==> config.mk <==
export PLATFORM = sky130hd
export DESIGN_NAME = cavity_lock_sweep_controller_core
export DESIGN_NICKNAME = d
export VERILOG_FILES = /design/src/sv/clsc_pkg.sv /design/src/sv/cavity_lock_sweep_controller_core.sv /design/src/sv/clsc_update.sv
export VERILOG_INCLUDE_DIRS = /design/src /design/src/sv
export SDC_FILE = /design/constraint.sdc
export NUM_CORES = 1
export LEC_CHECK = 0
export ABC_CLOCK_PERIOD_IN_PS = 23700
export BUFFER_PORTS_ARGS = -buffer_cell sky130_fd_sc_hd__buf_2
export CAP_MARGIN = 10
export CORE_MARGIN = 4
export CORE_UTILIZATION = 35
export CTS_BUF_LIST = sky130_fd_sc_hd__clkbuf_8
export DETAILED_ROUTE_END_ITERATION = 12
export GPL_TIMING_DRIVEN = 0
export MAX_ROUTING_LAYER = met4
export PLACE_DENSITY = 0.58
export SYNTH_ARGS = -nofsm -noshare
export SYNTH_HDL_FRONTEND = slang
export SYNTH_SLANG_ARGS = --single-unit
==> constraint.sdc <==
create_clock -name clk -period 23.7 [get_ports clk]
set_input_delay 3.555 -clock clk [delete_from_list [all_inputs] [get_ports clk]]
set_output_delay 3.555 -clock clk [all_outputs]
set_load 0.02 [all_outputs]
==> src/sv/cavity_lock_sweep_controller_core_defines.svh <==
// assertion macros for the cavity lock sweep controller
// included by files that carry concurrent checks; no other dependencies
`ifndef CAVITY_LOCK_SWEEP_CONTROLLER_CORE_DEFINES_SVH
`define CAVITY_LOCK_SWEEP_CONTROLLER_CORE_DEFINES_SVH

`ifndef SYNTH
// check under reset qualification
`define CLSC_ASSERT(label, clk, rst, prop) \
  label: assert property (@(posedge clk) disable iff (rst) prop) \
    else $error("clsc check failed");
// check that also holds during reset
`define CLSC_ASSERT_ALWAYS(label, clk, prop) \
  label: assert property (@(posedge clk) prop) \
    else $error("clsc check failed");
`else
`define CLSC_ASSERT(label, clk, rst, prop)
`define CLSC_ASSERT_ALWAYS(label, clk, prop)
`endif

`endif

==> src/sv/clsc_pkg.sv <==
// shared types and constants for the cavity lock sweep controller
// no dependencies; used by clsc_update, the core top level and the testbench
package clsc_pkg;

  // operating modes
  localparam logic [1:0] MODE_RELOCK    = 2'd0;
  localparam logic [1:0] MODE_SWEEP     = 2'd1;
  localparam logic [1:0] MODE_FORCE_ON  = 2'd2;
  localparam logic [1:0] MODE_FORCE_OFF = 2'd3;

  // configuration register indexes
  localparam int unsigned CFG_INDEX_BITS = 3;
  localparam logic [CFG_INDEX_BITS-1:0] CFG_MODE       = 3'd0;
  localparam logic [CFG_INDEX_BITS-1:0] CFG_WINDOW_MIN = 3'd1;
  localparam logic [CFG_INDEX_BITS-1:0] CFG_WINDOW_MAX = 3'd2;
  localparam logic [CFG_INDEX_BITS-1:0] CFG_STEP_SIZE  = 3'd3;
  localparam logic [CFG_INDEX_BITS-1:0] CFG_SWEEP_MIN  = 3'd4;
  localparam logic [CFG_INDEX_BITS-1:0] CFG_SWEEP_MAX  = 3'd5;

  // reported lock state codes
  localparam logic [1:0] LS_ACQUIRE = 2'd0;
  localparam logic [1:0] LS_SCAN    = 2'd1;
  localparam logic [1:0] LS_LOCKED  = 2'd2;
  localparam logic [1:0] LS_WAIT    = 2'd3;

  typedef enum logic [3:0] {
    RS_ACQUIRE = 4'b0001,
    RS_SCAN    = 4'b0010,
    RS_LOCKED  = 4'b0100,
    RS_WAIT    = 4'b1000
  } run_state_t;

  // configuration reset values
  localparam logic [1:0]         MODE_RST       = MODE_RELOCK;
  localparam logic signed [15:0] WINDOW_MIN_RST = 16'sd2048;
  localparam logic signed [15:0] WINDOW_MAX_RST = 16'sd4096;
  localparam logic signed [12:0] STEP_SIZE_RST  = 13'sd20;
  localparam logic signed [15:0] SWEEP_MIN_RST  = -16'sd5100;
  localparam logic signed [15:0] SWEEP_MAX_RST  = 16'sd5100;

  // servo dead band, 0.1 V
  localparam logic signed [15:0] SERVO_DEADBAND = 16'sd205;

  // acquire amplitude floor((614400 + 2048*count) / 3000) kept as quotient and remainder
  localparam int unsigned        AMP_BASE = 204;
  localparam logic [11:0]        REM_BASE = 12'd2400;
  localparam logic [11:0]        REM_STEP = 12'd2048;
  localparam logic [12:0]        REM_DIV  = 13'd3000;

  typedef struct packed {
    logic [1:0]         mode;
    logic signed [15:0] window_min;
    logic signed [15:0] window_max;
    logic signed [12:0] step_size;
    logic signed [15:0] sweep_min;
    logic signed [15:0] sweep_max;
  } cfg_t;

endpackage

==> src/sv/cavity_lock_sweep_controller_core.sv <==
// top level of the cavity lock sweep controller: handshake, registers, state
// depends on clsc_pkg, clsc_update and cavity_lock_sweep_controller_core_defines.svh
`include "cavity_lock_sweep_controller_core_defines.svh"

// Cavity lock sweep controller. Each input beat carries one cavity sample, one servo
// sample and the dependency-fault bit, and gives exactly one result beat with the new
// sweep output, the integrator-disable fault and the lock state. A beat is taken every
// clock cycle when the output side keeps up; each beat passes through the input
// register and then the result register, and the result register parts the two
// sides so one more beat is still taken into the input register while a result waits
// to be collected. The rate is set by the combinational loop through clsc_update,
// which reads and rewrites the sweep, last locked point, direction, ramp counter and
// fault state each beat. The acquire amplitude, 0.1 V plus count/3000 V, is carried
// as a running quotient and remainder, so no divider is needed. Configuration is
// written through the plain write port; the user must write it only while no beat
// is in flight, which the block does not enforce. Writes to indexes beyond the sweep
// maximum are ignored. All voltages are signed fixed point at 1/2048 V.
module cavity_lock_sweep_controller_core import clsc_pkg::*; #(
  parameter int unsigned COUNT_BITS = 20
) (
  input  logic                      clk,
  input  logic                      rst,
  // configuration write port
  input  logic                      cfg_write,
  input  logic [CFG_INDEX_BITS-1:0] cfg_index,
  input  logic [15:0]               cfg_data,
  // sample beats
  input  logic                      in_valid,
  output logic                      in_ready,
  input  logic signed [15:0]        cavity_sample,
  input  logic signed [15:0]        servo_sample,
  input  logic                      dependency_fault,
  // result beats
  output logic                      out_valid,
  input  logic                      out_ready,
  output logic signed [15:0]        sweep_out,
  output logic                      integrator_disable,
  output logic [1:0]                lock_state
);

  // configuration registers
  cfg_t cfg;

  // input register
  logic               s1_valid;
  logic signed [15:0] s1_cavity;
  logic signed [15:0] s1_servo;
  logic               s1_dep_fault;

  // controller state
  logic signed [15:0]    sweep_value, sweep_value_next;
  logic signed [15:0]    last_locked_value, last_locked_value_next;
  logic                  scan_direction, scan_direction_next;
  logic [COUNT_BITS-1:0] acquire_count, acquire_count_next;
  logic [COUNT_BITS-1:0] amp, amp_next;        // current acquire half-width
  logic [11:0]           amp_rem, amp_rem_next; // remainder of the amplitude division
  logic                  fault_flag, fault_flag_next;
  logic [1:0]            lock_state_next;

  logic out_free;
  logic advance;

  // the result register is free when empty or being drained this cycle
  assign out_free = !out_valid || out_ready;
  assign advance  = s1_valid && out_free;
  assign in_ready = !s1_valid || out_free;

  // configuration writes
  always_ff @(posedge clk) begin
    if (rst) begin
      cfg.mode       <= MODE_RST;
      cfg.window_min <= WINDOW_MIN_RST;
      cfg.window_max <= WINDOW_MAX_RST;
      cfg.step_size  <= STEP_SIZE_RST;
      cfg.sweep_min  <= SWEEP_MIN_RST;
      cfg.sweep_max  <= SWEEP_MAX_RST;
    end else if (cfg_write) begin
      case (cfg_index)
        CFG_MODE:       cfg.mode       <= cfg_data[1:0];
        CFG_WINDOW_MIN: cfg.window_min <= $signed(cfg_data);
        CFG_WINDOW_MAX: cfg.window_max <= $signed(cfg_data);
        CFG_STEP_SIZE:  cfg.step_size  <= $signed(cfg_data[12:0]);
        CFG_SWEEP_MIN:  cfg.sweep_min  <= $signed(cfg_data);
        CFG_SWEEP_MAX:  cfg.sweep_max  <= $signed(cfg_data);
        default: ;
      endcase
    end
  end

  // input register
  always_ff @(posedge clk) begin
    if (rst) begin
      s1_valid <= 1'b0;
    end else if (in_ready) begin
      s1_valid <= in_valid;
    end
  end

  always_ff @(posedge clk) begin
    if (in_valid && in_ready) begin
      s1_cavity    <= cavity_sample;
      s1_servo     <= servo_sample;
      s1_dep_fault <= dependency_fault;
    end
  end

  // one beat of the lock and sweep update
  clsc_update #(
    .COUNT_BITS (COUNT_BITS)
  ) u_update (
    .cfg                    (cfg),
    .cavity_sample          (s1_cavity),
    .servo_sample           (s1_servo),
    .dependency_fault       (s1_dep_fault),
    .sweep_value            (sweep_value),
    .last_locked_value      (last_locked_value),
    .scan_direction         (scan_direction),
    .acquire_count          (acquire_count),
    .amp                    (amp),
    .amp_rem                (amp_rem),
    .fault_flag             (fault_flag),
    .sweep_value_next       (sweep_value_next),
    .last_locked_value_next (last_locked_value_next),
    .scan_direction_next    (scan_direction_next),
    .acquire_count_next     (acquire_count_next),
    .amp_next               (amp_next),
    .amp_rem_next           (amp_rem_next),
    .fault_flag_next        (fault_flag_next),
    .lock_state             (lock_state_next)
  );

  // state advances only as a beat moves into the result register
  always_ff @(posedge clk) begin
    if (rst) begin
      sweep_value       <= '0;
      last_locked_value <= '0;
      scan_direction    <= 1'b1;
      acquire_count     <= '0;
      amp               <= COUNT_BITS'(AMP_BASE);
      amp_rem           <= REM_BASE;
      fault_flag        <= 1'b1;
    end else if (advance) begin
      sweep_value       <= sweep_value_next;
      last_locked_value <= last_locked_value_next;
      scan_direction    <= scan_direction_next;
      acquire_count     <= acquire_count_next;
      amp               <= amp_next;
      amp_rem           <= amp_rem_next;
      fault_flag        <= fault_flag_next;
    end
  end

  // result register
  always_ff @(posedge clk) begin
    if (rst) begin
      out_valid <= 1'b0;
    end else if (out_free) begin
      out_valid <= s1_valid;
    end
  end

  always_ff @(posedge clk) begin
    if (advance) begin
      sweep_out          <= sweep_value_next;
      integrator_disable <= fault_flag_next;
      lock_state         <= lock_state_next;
    end
  end

  // checks
  logic amp_at_base;
  logic out_locked;
  logic out_acquire;
  logic range_checked;
  logic sweep_in_limits;

  assign amp_at_base     = (amp == COUNT_BITS'(AMP_BASE)) && (amp_rem == REM_BASE);
  assign out_locked      = out_valid && (lock_state == LS_LOCKED);
  assign out_acquire     = out_valid && (lock_state == LS_ACQUIRE);
  // a held acquire beat keeps the old value, which may sit outside newly written limits
  assign range_checked   = out_valid && (cfg.sweep_min <= cfg.sweep_max)
                           && (lock_state != LS_ACQUIRE);
  assign sweep_in_limits = (sweep_out >= cfg.sweep_min) && (sweep_out <= cfg.sweep_max);

  // ramp counter at zero means the amplitude sits at its 0.1 V start
  `CLSC_ASSERT(a_amp_base, clk, rst, (acquire_count == '0) |-> amp_at_base)
  // a delivered locked beat always enables the integrator, acquire always disables it
  `CLSC_ASSERT(a_locked_fault, clk, rst, out_locked |-> !integrator_disable)
  `CLSC_ASSERT(a_acquire_fault, clk, rst, out_acquire |-> integrator_disable)
  // with sane limits the clamped sweep stays within them
  `CLSC_ASSERT(a_sweep_range, clk, rst, range_checked |-> sweep_in_limits)

endmodule

==> src/sv/clsc_update.sv <==
// per-beat state update of the cavity lock sweep controller
// depends on clsc_pkg; purely combinational
module clsc_update import clsc_pkg::*; #(
  parameter int unsigned COUNT_BITS = 20
) (
  input  cfg_t                    cfg,
  input  logic signed [15:0]      cavity_sample,
  input  logic signed [15:0]      servo_sample,
  input  logic                    dependency_fault,
  input  logic signed [15:0]      sweep_value,
  input  logic signed [15:0]      last_locked_value,
  input  logic                    scan_direction,
  input  logic [COUNT_BITS-1:0]   acquire_count,
  input  logic [COUNT_BITS-1:0]   amp,
  input  logic [11:0]             amp_rem,
  input  logic                    fault_flag,
  output logic signed [15:0]      sweep_value_next,
  output logic signed [15:0]      last_locked_value_next,
  output logic                    scan_direction_next,
  output logic [COUNT_BITS-1:0]   acquire_count_next,
  output logic [COUNT_BITS-1:0]   amp_next,
  output logic [11:0]             amp_rem_next,
  output logic                    fault_flag_next,
  output logic [1:0]              lock_state
);

  localparam int unsigned CW = ((COUNT_BITS > 21) ? COUNT_BITS : 21) + 2;

  run_state_t         run;
  logic               in_window;
  logic               skip;
  logic signed [CW-1:0] v, step_w, step100, hi, lo, smin, smax, llv_w, amp_w;
  logic [12:0]        rem_sum;

  assign in_window = !dependency_fault && (cavity_sample >= cfg.window_min)
                     && (cavity_sample <= cfg.window_max);

  assign step_w  = CW'(cfg.step_size);
  assign step100 = (step_w <<< 6) + (step_w <<< 5) + (step_w <<< 2);
  assign smin    = CW'(cfg.sweep_min);
  assign smax    = CW'(cfg.sweep_max);
  assign llv_w   = CW'(last_locked_value);
  assign amp_w   = $signed({{(CW-COUNT_BITS){1'b0}}, amp});
  assign hi      = llv_w + amp_w;
  assign lo      = llv_w - amp_w;
  assign rem_sum = {1'b0, amp_rem} + {1'b0, REM_STEP};

  always_comb begin
    run                    = RS_ACQUIRE;
    skip                   = 1'b0;
    v                      = CW'(sweep_value);
    last_locked_value_next = last_locked_value;
    scan_direction_next    = scan_direction;
    acquire_count_next     = acquire_count;
    amp_next               = amp;
    amp_rem_next           = amp_rem;
    fault_flag_next        = fault_flag;

    // run state
    case (cfg.mode)
      MODE_RELOCK: begin
        if (in_window) begin
          run                    = RS_LOCKED;
          last_locked_value_next = sweep_value;
        end else begin
          run = RS_ACQUIRE;
        end
      end
      MODE_SWEEP: run = RS_SCAN;
      default:    run = RS_WAIT;
    endcase

    // integrator fault
    case (cfg.mode)
      MODE_FORCE_ON:  fault_flag_next = 1'b0;
      MODE_FORCE_OFF: fault_flag_next = 1'b1;
      MODE_RELOCK:    fault_flag_next = !in_window;
      default:        fault_flag_next = fault_flag;
    endcase

    // sweep
    case (run)
      RS_ACQUIRE: begin
        if (dependency_fault) begin
          skip = 1'b1;
        end else begin
          v = scan_direction ? (v + step_w) : (v - step_w);
          if (v > hi) begin
            scan_direction_next = !scan_direction_next;
            v = hi;
          end
          if (v < lo) begin
            scan_direction_next = !scan_direction_next;
            v = lo;
          end
          if (!(&acquire_count)) begin
            acquire_count_next = acquire_count + COUNT_BITS'(1);
            if (rem_sum >= REM_DIV) begin
              amp_next     = amp + COUNT_BITS'(1);
              amp_rem_next = 12'(rem_sum - REM_DIV);
            end else begin
              amp_rem_next = rem_sum[11:0];
            end
          end
        end
      end
      RS_SCAN: begin
        v = scan_direction ? (v + step100) : (v - step100);
        if (v > smax) begin
          scan_direction_next = !scan_direction_next;
          v = smax;
        end
        if (v < smin) begin
          scan_direction_next = !scan_direction_next;
          v = smin;
        end
      end
      RS_LOCKED: begin
        if (servo_sample >= SERVO_DEADBAND) v = v + step_w;
        if (servo_sample <= -SERVO_DEADBAND) v = v - step_w;
      end
      default: v = llv_w;
    endcase

    // any state but acquire restarts the amplitude ramp
    if (run != RS_ACQUIRE) begin
      acquire_count_next = '0;
      amp_next           = COUNT_BITS'(AMP_BASE);
      amp_rem_next       = REM_BASE;
    end

    // out of range falls back to zero, then clamp
    if (!skip) begin
      if (v > smax || v < smin) begin
        last_locked_value_next = '0;
        v                      = '0;
        acquire_count_next     = '0;
        amp_next               = COUNT_BITS'(AMP_BASE);
        amp_rem_next           = REM_BASE;
      end
      if (v > smax) v = smax;
      if (v < smin) v = smin;
    end
    sweep_value_next = v[15:0];
  end

  always_comb begin
    case (run)
      RS_ACQUIRE: lock_state = LS_ACQUIRE;
      RS_SCAN:    lock_state = LS_SCAN;
      RS_LOCKED:  lock_state = LS_LOCKED;
      RS_WAIT:    lock_state = LS_WAIT;
      default:    lock_state = LS_ACQUIRE;
    endcase
  end

endmodule

== After elaboration in Yosys (flattened, before gate mapping) ==
Cells that the tools add are included.

* Muxes and demuxes: 59
* Order comparisons: 13
* Shifts and indexed selects: 0
* Reduce and logical (&&, ||, !) cells: 25
* Divide/modulo/power cells: 0
* Equality and inequality tests: 14
* Add/subtract/negate cells: 13
* Multipliers: 0
* Bitwise gates (word level): 0

{| class="wikitable"
|+ Operators by type and width
! kind !! count
|-
| 23-bit 2-to-1 mux || 17
|-
| 20-bit 2-to-1 mux || 13
|-
| 16-bit 2-to-1 mux || 6
|-
| 12-bit 2-to-1 mux || 7
|-
| 23-bit by 16-bit > comparator with 1-bit output || 3
|-
| 23-bit by 16-bit less-than comparator with 1-bit output || 3
|-
| 23-bit one-hot mux with 3 select lines || 1
|-
| 20-bit by 1-bit adder with 20-bit output, second input constant || 2
|-
| 16-bit by 23-bit adder with 23-bit output || 1
|-
| 23-bit > comparator || 1
|-
| 23-bit less-than comparator || 1
|-
| 16-bit by 23-bit subtractor with 23-bit output || 1
|-
| 23-bit by 13-bit subtractor with 23-bit output || 1
|-
| 16-bit by 21-bit adder with 22-bit output || 1
|-
| 16-bit by 21-bit subtractor with 22-bit output || 1
|-
| 20-bit by 15-bit adder with 21-bit output || 1
|-
| 19-bit by 18-bit adder with 20-bit output || 1
|-
| 20-bit AND reduction || 1
|-
| 16-bit by 13-bit adder with 17-bit output || 1
|-
| 16-bit by 13-bit subtractor with 17-bit output || 1
|-
| 16-bit greater-or-equal comparator || 1
|-
| 16-bit by 9-bit greater-or-equal comparator with 1-bit output, second input constant || 1
|-
| 16-bit <= comparator || 1
|-
| 16-bit by 9-bit <= comparator with 1-bit output, second input constant || 1
|-
| other kinds (28) || 56
|}

* Latch bits: 0
* Bits in read-only memories: 0
* Memory bits (writable): 0
* Output and inout port bits: 21
* Register bits: 219
* Memories kept: 0

== Depth between registers and ports, before layout ==
Gate-level depths: netlist of run 1.

* Depth after elaboration: 21
* Mapped depth: 90
* Mapped depth without buffers: 83

== Hierarchy ==
Synthesis of run 1 repeated with hierarchy kept, for this count alone.

* Cells, all modules: 3154
* Area, all modules: 24524.8 um2

{| class="wikitable"
|+ By module, submodules not included
! module !! cells an instance !! times used !! area an instance (um2)
|-
| clsc_update || 2370 || 1 || 16238.1
|-
| cavity_lock_sweep_controller_core || 784 || 1 || 8286.7
|}

== Worst setup path after synthesis of run 1 ==
No wires, ideal clock.

* Kind: register to register
* From: register, netlist name cfg[33]
* To: register sweep_out[12] (data pin)
* Library setup time: 0.256 ns
* Arrival: 17.644 ns
* Required time: 23.444 ns
* Cell stages (with the launch flop): 87
* Path buffers: 8
* Slack: 5.799 ns
* Cells stage by stage: dfxtp_1 inv_1 fa_1 inv_1 ha_1 fa_1 a21o_1 a21oi_1 o21bai_1 a21oi_1 xor2_1 a22o_1 a22oi_1 nand2b_1 nor4_1 a21oi_1 xnor2_1 ha_1 [51 not listed] nand3_1 o21a_1 clkbuf_1 clkbuf_1 a22o_1 ha_1 a21o_1 a21o_1 a21o_1 a21o_1 a21o_1 a21o_1 a21o_1 a211oi_1 xor2_1 nor3_4 mux2_2 a22o_1

* Longest elaborated chain between the ends: 20
* Elaborated cells on any way between the ends: 36
* Classes of those cells: add/sub (7); order compare (8); mux (20); reduce/logical (1)

{| class="wikitable"
|+ Ends and longest elaborated chain
! element !! line !! source
|-
| 19-bit by 18-bit adder with 20-bit output (tied with other cells) || clsc_update.sv:39 || <nowiki>assign step100 = (step_w <<< 6) + (step_w <<< 5) + (step_w <<< 2);</nowiki>
|-
| 20-bit by 15-bit adder with 21-bit output / 23-bit 2-to-1 mux (equally long branches) || clsc_update.sv:39, clsc_update.sv:87 ||
|-
| 16-bit by 23-bit subtractor with 23-bit output (tied with other cells) || clsc_update.sv:108 || <nowiki>v = scan_direction ? (v + step100) : (v - step100);</nowiki>
|-
| 23-bit 2-to-1 mux, on equally long branches || clsc_update.sv:108, clsc_update.sv:88 ||
|-
| 23-bit by 16-bit > comparator with 1-bit output / 23-bit 2-to-1 mux (equally long branches) || clsc_update.sv:109, clsc_update.sv:84 ||
|-
| 23-bit 2-to-1 mux, on equally long branches || clsc_update.sv:109, clsc_update.sv:82 ||
|-
| 23-bit 2-to-1 mux / 23-bit less-than comparator (equally long branches) || clsc_update.sv:82, clsc_update.sv:92 ||
|-
| 23-bit by 16-bit less-than comparator with 1-bit output / 23-bit 2-to-1 mux (equally long branches) || clsc_update.sv:113, clsc_update.sv:92 ||
|-
| [5 not listed] || -- ||
|-
| 23-bit 2-to-1 mux || clsc_update.sv:133 || <nowiki>if (!skip) begin</nowiki>
|-
| 23-bit by 16-bit > comparator with 1-bit output || clsc_update.sv:141 || <nowiki>if (v > smax) v = smax;</nowiki>
|-
| 23-bit 2-to-1 mux || clsc_update.sv:141 ||
|-
| 23-bit 2-to-1 mux || clsc_update.sv:133 ||
|-
| 23-bit by 16-bit less-than comparator with 1-bit output || clsc_update.sv:142 || <nowiki>if (v < smin) v = smin;</nowiki>
|-
| 16-bit 2-to-1 mux || clsc_update.sv:142 ||
|-
| 16-bit 2-to-1 mux (*) || clsc_update.sv:133 ||
|-
| net sweep_value_next[12] || cavity_lock_sweep_controller_core.sv:51 || <nowiki>logic signed [15:0] sweep_value, sweep_value_next;</nowiki>
|-
| end signal, assigned || cavity_lock_sweep_controller_core.sv:164 || <nowiki>sweep_out <= sweep_value_next;</nowiki>
|-
| end, declared || cavity_lock_sweep_controller_core.sv:36 || <nowiki>output logic signed [15:0] sweep_out,</nowiki>
|}

The timed path passes the listed nets; every way through them passes the cells marked *. The select of a mux whose other input is x is not followed.
A chain may end at the register's enable or synchronous reset.

== Worst setup path in the final report of run 1 ==
* From: register, netlist name cfg[33]
* To: register sweep_out[4] (data pin)

* Longest elaborated chain between the ends: 20
* Elaborated cells on any way between the ends: 36
* Classes of those cells: add/sub (7); order compare (8); mux (20); reduce/logical (1)

{| class="wikitable"
|+ Ends and longest elaborated chain
! element !! line
|-
| 19-bit by 18-bit adder with 20-bit output (tied with other cells) || clsc_update.sv:39
|-
| 20-bit by 15-bit adder with 21-bit output / 23-bit 2-to-1 mux (equally long branches) || clsc_update.sv:39, clsc_update.sv:87
|-
| 16-bit by 23-bit subtractor with 23-bit output (tied with other cells) || clsc_update.sv:108
|-
| 23-bit 2-to-1 mux, on equally long branches || clsc_update.sv:108, clsc_update.sv:88
|-
| 23-bit by 16-bit > comparator with 1-bit output / 23-bit 2-to-1 mux (equally long branches) || clsc_update.sv:109, clsc_update.sv:84
|-
| 23-bit 2-to-1 mux, on equally long branches || clsc_update.sv:109, clsc_update.sv:82
|-
| 23-bit 2-to-1 mux / 23-bit less-than comparator (equally long branches) || clsc_update.sv:82, clsc_update.sv:92
|-
| 23-bit by 16-bit less-than comparator with 1-bit output / 23-bit 2-to-1 mux (equally long branches) || clsc_update.sv:113, clsc_update.sv:92
|-
| [5 not listed] || --
|-
| 23-bit 2-to-1 mux || clsc_update.sv:133
|-
| 23-bit by 16-bit > comparator with 1-bit output || clsc_update.sv:141
|-
| 23-bit 2-to-1 mux || clsc_update.sv:141
|-
| 23-bit 2-to-1 mux || clsc_update.sv:133
|-
| 23-bit by 16-bit less-than comparator with 1-bit output || clsc_update.sv:142
|-
| 16-bit 2-to-1 mux || clsc_update.sv:142
|-
| 16-bit 2-to-1 mux (*) || clsc_update.sv:133
|-
| net sweep_value_next[4] || cavity_lock_sweep_controller_core.sv:51
|}

Marks and branches as above.

==> results of run 1 <==
power breakdown:
part	leakage (nW)	total (mW)	internal, mW	switching, mW
Combinational	8.36	0.976	0.350	0.626
Clock	0.528	0.407	0.220	0.187
Sequential	1.86	0.424	0.402	0.0221
Total	10.7	1.81	0.972	0.835
layout by cell type (no fill, tap or decap), types with 51 or more instances in the layout:
master	n
sky130_fd_sc_hd__edfxtp_1	52
sky130_fd_sc_hd__nor2_1	290
sky130_fd_sc_hd__o21ai_0	152
sky130_fd_sc_hd__buf_2	85
sky130_fd_sc_hd__nor3_1	65
sky130_fd_sc_hd__clkbuf_1	92
sky130_fd_sc_hd__ha_1	340
sky130_fd_sc_hd__xnor2_1	105
sky130_fd_sc_hd__nand2_1	309
sky130_fd_sc_hd__a21o_1	56
sky130_fd_sc_hd__inv_1	241
sky130_fd_sc_hd__dfxtp_1	167
sky130_fd_sc_hd__a21oi_1	250
sky130_fd_sc_hd__nand4_1	51
critical path: cells and delay by family (launching register included):
kind | cells | cell delay, ns
xor gates and xnor gates | 4 | 1.24
DFF | 1 | 0.59
buffers and inverters | 12 | 3.30
muxes | 1 | 0.15
AOI/OAI and AO/OA | 40 | 9.00
adders and majority gates | 9 | 3.12
and+or+nand+nor | 22 | 4.81
synth_stat cells (all sizes together) (8+ instances only):
master and n:
buf 17, a21oi 253, nor2 291, and4 8, and3 15, a211o 26, a311oi 9, mux2 30
a22o 9, o21bai 19, fa 18, a211oi 32, nand4 51, nand2b 34, nor3 66, o31ai 18
xor2 43, and2 24, nor2b 37, a31oi 25, o31a 12, mux2i 35, nor4 26, or3 15
a21boi 9, ha 340, inv 220, dfxtp 167, nand2 309, a22oi 21, clkbuf 93, edfxtp 52
a21o 56, nand3 46, xnor2 105, o21ai 160, o211ai 27, or2 17, o21a 41, a221oi 12
flip-flops by register name, summed over array words and instances, names as in the netlist:
name / flops
sweep_out: 16
sweep_value: 16
integrator_disable: 1
acquire_count: 20
out_valid: 1
s1_dep_fault: 1
s1_cavity: 16
amp_rem: 12
s1_valid: 1
lock_state: 2
cfg: 79
s1_servo: 16
amp: 20
last_locked_value: 16
scan_direction: 1
fault_flag: 1
final timing paths:
path	start	cells after the start	to
max	cfg[33]$_SDFFE_PP0P_	88	sweep_out[4]$_DFFE_PP_
min	cfg[73]$_SDFFE_PP0P_	2	cfg[73]$_SDFFE_PP0P_
min reg2reg	cfg[73]$_SDFFE_PP0P_	2	cfg[73]$_SDFFE_PP0P_
max reg2reg	cfg[33]$_SDFFE_PP0P_	88	sweep_out[4]$_DFFE_PP_
kinds of logic after synthesis:
kind of cell | Yosys count
AOI/OAI and AO/OA | 802
buffers and inverters | 331
xor gates and xnor gates | 149
muxes | 65
DFF | 219
and+or+nand+nor | 966
adders and majority gates | 358
what timing repair did:
action	in CTS	in global routing
endpoints found under the setup margin	0	30
endpoints found under the hold margin	0	0
buffers inserted	0	3
resized for setup	0	7
hold buffers	0	0
layout make-up:
| class | count | area, um^2 | area share, % |
|---|---|---|---|
| antenna | 2 | 5.00 | 0.0200 |
| multi-input combinational | 2340 | 16400 | 65.7 |
| clock inverter | 29 | 216 | 0.866 |
| buffer | 110 | 448 | 1.79 |
| inverter | 221 | 830 | 3.32 |
| tap | 846 | 1060 | 4.24 |
| timing repair buffer | 81 | 458 | 1.83 |
| sequential | 219 | 4900 | 19.6 |
| clock buffer | 48 | 661 | 2.64 |
through the flow:
step / power (mW) / setup slack (ns) / util (%)
after floorplan: 1.06 / 5.80 / -
after global placement: 1.36 / 0.965 / 37.8
after detailed placement: 1.36 / 1.21 / 37.9
after CTS: 1.78 / 1.07 / 39.3
after global routing: 1.91 / 0.0393 / 39.4
final: 1.81 / 1.23 / 39.4
metal layers:
layer	GRT usage (%)	wire length (um)	vias up
met5	-	0	-
met4	7.67	3020	0
met3	4.30	7490	181
met2	35.8	34900	896
met1	34.5	38800	10302
li1	-	-	10674
==> results.rst, run 1 <==
.. list-table::
   :header-rows: 1

   * - Metric
     - Value
   * - Final worst path period need
     - ~22 ns
   * - Max-slew headroom
     - 16.3%
   * - Number of enable flip-flop cells after synthesis
     - 52
   * - Via count
     - 22,053
   * - Non-Filler Instances
     - just under 4,000
   * - Count of buffers from port buffering
     - 75
   * - Leak Pwr
     - around 11 nW
   * - Post-synthesis instance area
     - 22,500 um^2
   * - Core Box Area
     - between 60,000 and 70,000 um^2
   * - Number of buffers between clock root and the deepest sink
     - 3
   * - Chip width
     - between 200 and 300 um
   * - Cell variety after synth
     - 94
   * - Area share of the largest cell type after synthesis
     - 18.9%
   * - GR Util All Layers
     - 24.5%
   * - Dominant register cell in the synthesized netlist
     - sky130_fd_sc_hd__dfxtp_1
   * - Endpoints failing hold
     - 0
   * - Starting density of the core
     - between 30 and 40%
   * - Clock Skew
     - between 0.07 and 0.08 ns
   * - Area after DPL
     - about 24,000 um^2
   * - Worst-Margin Slew
     - between 1 and 1.5 ns
   * - Crit-path most repeated cell
     - sky130_fd_sc_hd__a21o_1
   * - Number of filler instances in the final layout
     - approximately 6,600
   * - DRC violation total after the first TritonRoute iteration
     - ~2,100
   * - VDD IR max
     - approximately 44 uV
   * - Sequential fraction of the synthesis area
     - between 20 and 25%
   * - Maximum number of pins on one net before global-route repair
     - 29
   * - Share of the synthesized netlist area taken by xor and xnor gates
     - 5.85%
   * - Wire length of the first global-routing pass
     - 124 mm
   * - Post-synthesis mux area share
     - between 3 and 4%
   * - Post-synthesis register bit count
     - between 200 and 250
   * - Die Span Y
     - about 260 um
   * - Required time of the critical path
     - 24.08 ns
   * - Number of primary I/O pins
     - a little under 80
   * - Post-route antenna net violation count
     - 0
   * - Synth warnings
     - 0
   * - Share of async-settable or async-resettable flops after synthesis
     - 0%
   * - Via density per instance
     - approximately 5.7
   * - Critical path type
     - register to register
   * - Final-report max-slew violation count
     - 0
   * - MaxCap Viol Count
     - 0
   * - Post-layout nets
     - between 3,000 and 4,000
   * - Power density over the cells
     - a little over 70 nW/um^2
   * - Post-route DRC violation count
     - 0
   * - Combinational family with the most area after synthesis
     - compound AO/OA/AOI/OAI gates
   * - Clk root buf
     - sky130_fd_sc_hd__clkbuf_8
   * - Post-synthesis compound-gate area fraction
     - around 23%
   * - Layout area overhead
     - 10.8%
   * - Cells after synthesis
     - about 2,900
   * - Proportion of layout cells with a drive suffix above 1
     - approximately 7.6%
   * - Kind of start point of the critical path
     - register
   * - Floorplan die area
     - between 60,000 and 70,000 um^2
   * - Via count of the first global-routing pass
     - ~20,000
   * - FF-to-FF setup slack
     - roughly 1.2 ns
   * - Fraction of the mapped netlist area in simple logic gates
     - roughly a fifth
   * - Final weighted congestion of routability-driven global placement
     - between 1 and 1.5
   * - Area leader, netlist
     - sky130_fd_sc_hd__ha_1
   * - Setup TNS Final
     - 0 ns
   * - Post-Route Hold Slack
     - roughly 0.45 ns
   * - Synthesized netlist net count
     - 3,305
   * - Final wirelength
     - 84.2 mm
   * - Global route total overflow
     - 0
   * - Final number of setup-violating endpoints
     - 0
   * - Number of clock buffers inserted by TritonCTS
     - between 40 and 50
   * - Routed wire length per instance
     - between 20 and 25 um
   * - TritonRoute pass-1 iters
     - 6
   * - Worst path arrival time
     - between 20 and 25 ns
   * - CTS HTree Levels
     - 2
   * - Core Rows
     - 92
   * - Unrepaired setup endpoints after global routing
     - false
   * - Status
     - finished clean
   * - Clock latency on the worst-skew pair
     - between 0.6 and 0.7 ns
   * - Share of the clock period used by the worst path after layout
     - 94.8%
   * - Post-DP HPWL
     - approximately 68 mm
   * - # placed instances
     - between 3,000 and 4,000
   * - CP Max Fanout
     - 10
   * - Class of the tightest hold or removal check
     - register to register
   * - Maximum clock rate
     - between 0.04 and 0.05 GHz
   * - Post-route cell area
     - between 20,000 and 25,000 um^2
   * - Post-Synth Adder-Cell Area
     - 20.5%
   * - Clock slew seen by the registers of the worst setup and hold paths
     - approximately 0.06 ns
   * - Category of the worst setup path capture point
     - register
   * - Maximum cell stage delay along the critical path
     - approximately 0.59 ns
   * - Largest cells by area after synthesis
     - sky130_fd_sc_hd__ha_1 19%, sky130_fd_sc_hd__dfxtp_1 15%, sky130_fd_sc_hd__edfxtp_1 6.9%
   * - Antenna violations before repair
     - 0
   * - Avg Inst Size Synth
     - just under 8 um^2
   * - CTS tree
     - yes
   * - Cell with the largest stage delay on the worst path
     - sky130_fd_sc_hd__dfxtp_1
   * - Clock tree sinks
     - between 200 and 250
Note: power is estimated with default switching activity, not from simulation.
==> run 2, diff against run 1 <==
--- a/config.mk
+++ b/config.mk
@@ -6,7 +6,7 @@
 export SDC_FILE = /design/constraint.sdc
 export NUM_CORES = 1
 export LEC_CHECK = 0
-export ABC_CLOCK_PERIOD_IN_PS = 23700
+export ABC_CLOCK_PERIOD_IN_PS = 22200
 export BUFFER_PORTS_ARGS = -buffer_cell sky130_fd_sc_hd__buf_2
 export CAP_MARGIN = 10
 export CORE_MARGIN = 4
==> constraint.sdc (replaced) <==
create_clock -name clk -period 22.2 [get_ports clk]
set_input_delay 3.33 -clock clk [delete_from_list [all_inputs] [get_ports clk]]
set_output_delay 3.33 -clock clk [all_outputs]
set_load 0.02 [all_outputs]
==> results.rst, run 2 (synthesis gave the netlist of run 1 again) <==
.. list-table::
   :header-rows: 1

   * - Metric
     - Value
   * - Clock latency on the worst-skew pair
     - 0.68 ns (about the same)
   * - Int Power
     - 1.04 mW (+7.2%)
   * - Via count
     - 22,150 (+0.44%)
   * - Met3 layer wire length in the routed design
     - 7.32 mm (-2.3%)
   * - Number of clock buffers inserted by TritonCTS
     - 43 (unchanged)
   * - Leading cell types in the layout, fill and taps excluded
     - 340 x sky130_fd_sc_hd__ha_1, 309 x sky130_fd_sc_hd__nand2_1, 290 x sky130_fd_sc_hd__nor2_1
   * - Chip width
     - 262 um (unchanged)
   * - Number of flip-flops in the largest register
     - 79 (unchanged)
   * - Final number of setup-violating endpoints
     - 0 (unchanged)
   * - Depth of the most critical reg-to-reg path
     - 88 (unchanged)
   * - Global route total overflow
     - 0 (unchanged)
   * - Cell with the largest stage delay on the worst path
     - sky130_fd_sc_hd__a311oi_1
   * - Clk root buf
     - sky130_fd_sc_hd__clkbuf_8
   * - Routed wire length per instance
     - 21.6 um (about the same)
   * - Power density over the cells
     - 77.2 nW/um^2 (+6.8%)
   * - CTS tree
     - yes
   * - DRC violation total after the first TritonRoute iteration
     - 2,140 (+2.9%)
   * - Detailed-routing wirelength on met1
     - 38.9 mm (+0.24%)
   * - Worst-Margin Slew
     - 1.25 ns (+0.00551 ns)
   * - TritonRoute pass-1 iters
     - 6 (unchanged)
   * - Maximum cell stage delay along the critical path
     - 0.56 ns (-0.03 ns)
   * - Number of primary I/O pins
     - 78 (unchanged)
   * - GR Util All Layers
     - 24.6% (+0.044 points)
   * - Floorplan die area
     - 68,500 um^2 (unchanged)
   * - Starting density of the core
     - 35.5% (unchanged)
   * - Maximum clock rate
     - 0.0472 GHz (+5.9%)
   * - Via density per instance
     - 5.68 (+0.36%)
   * - Highest layer used for signal routing
     - met4
   * - Clock Skew
     - 0.0717 ns (-0.00223 ns)
   * - Area after DPL
     - 24,000 um^2 (unchanged)
   * - Reg area
     - 4910 um^2 (about the same)
   * - Core Rows
     - 92 (unchanged)
   * - Share of the clock period used by the worst path after layout
     - 95.5% (+0.72 points)
   * - Post-DP HPWL
     - 67.8 mm (unchanged)
   * - Post-route cell area
     - 25,100 um^2 (+0.38%)
   * - Sequential power share
     - 23.4% (about the same)
   * - Critical path type
     - register to register
   * - Power share of the combinational group
     - 54.1% (about the same)
   * - Class of the tightest hold or removal check
     - register to register
   * - Final worst path period need
     - 21.21 ns (-1.26 ns)
   * - Clock network fraction of design power
     - 22.5% (about the same)
   * - Wire length of the first global-routing pass
     - 125 mm (+0.21%)
   * - Endpoints failing hold
     - 0 (unchanged)
   * - Crit-path most repeated cell
     - sky130_fd_sc_hd__a21o_1
   * - CP Max Fanout
     - 10 (unchanged)
   * - Worst path arrival time
     - 21.51 ns (-1.34 ns)
   * - Area of the multi-input gates
     - 16,500 um^2 (+0.34%)
   * - Largest Register
     - cfg
   * - CTS HTree Levels
     - 2 (unchanged)
   * - Final wirelength
     - 84.3 mm (+0.10%)
   * - Post-route DRC violation count
     - 0 (unchanged)
   * - Total length of routed met2 wires
     - 35.0 mm (+0.38%)
   * - Category of the worst setup path capture point
     - register
   * - Leak Pwr
     - 10.8 nW (+0.36%)
   * - MaxCap Viol Count
     - 0 (unchanged)
   * - VDD IR max
     - 47.0 uV (+7.0%)
   * - Via count of the first global-routing pass
     - 20,139 (+0.21%)
   * - Number of filler instances in the final layout
     - 6,611 (-0.17%)
   * - Proportion of layout cells with a drive suffix above 1
     - 8.19% (+0.55 points)
   * - Kind of start point of the critical path
     - register
   * - Layout area overhead
     - 11.2%
   * - Core Box Area
     - 63,400 um^2 (unchanged)
   * - Final-report max-slew violation count
     - 0 (unchanged)
   * - Net switching component of the power
     - 894 uW (+7.2%)
   * - Leading cell type in the layout, fill and taps excluded
     - sky130_fd_sc_hd__ha_1
   * - Status
     - finished clean
   * - Cts hold-fix bufs
     - 0 (unchanged)
   * - Unrepaired setup endpoints after global routing
     - false
   * - Largest registers
     - cfg (79), acquire_count (20), amp (20)
   * - Antenna violations before repair
     - 1 (+1)
   * - Count of buffers from port buffering
     - 75 (unchanged)
   * - Post-layout nets
     - 3,434 (+0.087%)
   * - Post-route antenna net violation count
     - 0 (unchanged)
   * - Die Span Y
     - 262 um (unchanged)
   * - Required time of the critical path
     - 22.50 ns (-1.58 ns)
   * - Max-slew headroom
     - 16.0% (-0.37 points)
   * - Switch share
     - 46.2% (about the same)
   * - Setup TNS Final
     - 0 ns (unchanged)
   * - Final weighted congestion of routability-driven global placement
     - 1.02 (unchanged)
   * - Clock slew seen by the registers of the worst setup and hold paths
     - 0.06 ns (about the same)
   * - Hold path cells
     - 2 (unchanged)
   * - Clock tree sinks
     - 219 (unchanged)
   * - Maximum number of pins on one net before global-route repair
     - 29 (unchanged)
   * - Number of buffers between clock root and the deepest sink
     - 3 (unchanged)
-- run 2: cell types whose count changed in the layout (fill, tap and decap cells not counted), sizes merged --
| cell | change |
|---|---|
| buf | +4 |
| clkinvlp | +1 |
| clkbuf | -1 |
| inv | -1 |
-- run 2: repair_timing --
item | 4_1_cts | 5_1_grt
gates cloned | 0 | 0
buffers inserted | 4 | 4
setup endpoints to repair | 27 | 32
pin swaps | 1 | 1
resized for setup | 4 | 21
hold endpoints to repair | 0 | 0
-- run 2: final timing paths --
check,from,to,slack [ns]
hold / removal,cfg[73]$_SDFFE_PP0P_,cfg[73]$_SDFFE_PP0P_,0.45
hold reg to reg,cfg[73]$_SDFFE_PP0P_,cfg[73]$_SDFFE_PP0P_,0.45
setup / recovery,cfg[33]$_SDFFE_PP0P_,sweep_out[7]$_DFFE_PP_,0.99
setup reg to reg,cfg[33]$_SDFFE_PP0P_,sweep_out[7]$_DFFE_PP_,0.99
-- run 2: metal layers --
layer,global-route usage [%],vias to the layer above
li1,-,10677
met2,35.7,919
met1,34.7,10373
met4,8.11,0
met3,3.90,181
met5,-,-
-- run 2: power groups by stage --
stage | clock, mW | combinational, mW | sequential [mW]
after global routing | 0.461 | 1.13 | 0.453
after detailed placement | 0 | 0.992 | 0.460
after global placement | 0 | 0.989 | 0.461
after CTS | 0.445 | 1.00 | 0.452
after floorplan | 0 | 0.679 | 0.454
final | 0.435 | 1.05 | 0.453
-- run 2: per-stage QoR --
stage          power [mW]  hold slack [ns]  setup WS [ns]  std cells  utilization, %
6_report             1.94            0.453          0.995       3899            39.5
5_1_grt              2.05            0.475         0.0215       3897            39.5
4_1_cts              1.90            0.454         0.0975       3895            39.4
3_5_place_dp         1.45            0.446         -0.285       3814            37.9
3_3_place_gp         1.45            0.443         -0.535       3811            37.8
2_1_floorplan        1.13            0.430           4.30       2890               -
-- run 2: final cells by class --
cell class	instances	area share, %
clock inverter	29	0.863
buffer	108	1.77
antenna	2	0.0200
sequential	219	19.6
inverter	221	3.32
clock buffer	48	2.63
multi-input combinational	2340	65.6
tap	846	4.22
timing repair buffer	86	1.98
-- run 2: critical path, delay by kind of cell, from the launching register on --
kind,cells,cell delay (ns)
AND/OR/NAND/NOR,24,4.95
adder cells (fa/ha/maj),8,2.82
XOR/XNOR,4,1.23
buffers and inverters,11,2.32
multiplexers,1,0.43
AO/OA/AOI/OAI,40,8.60
flip-flops,1,0.49
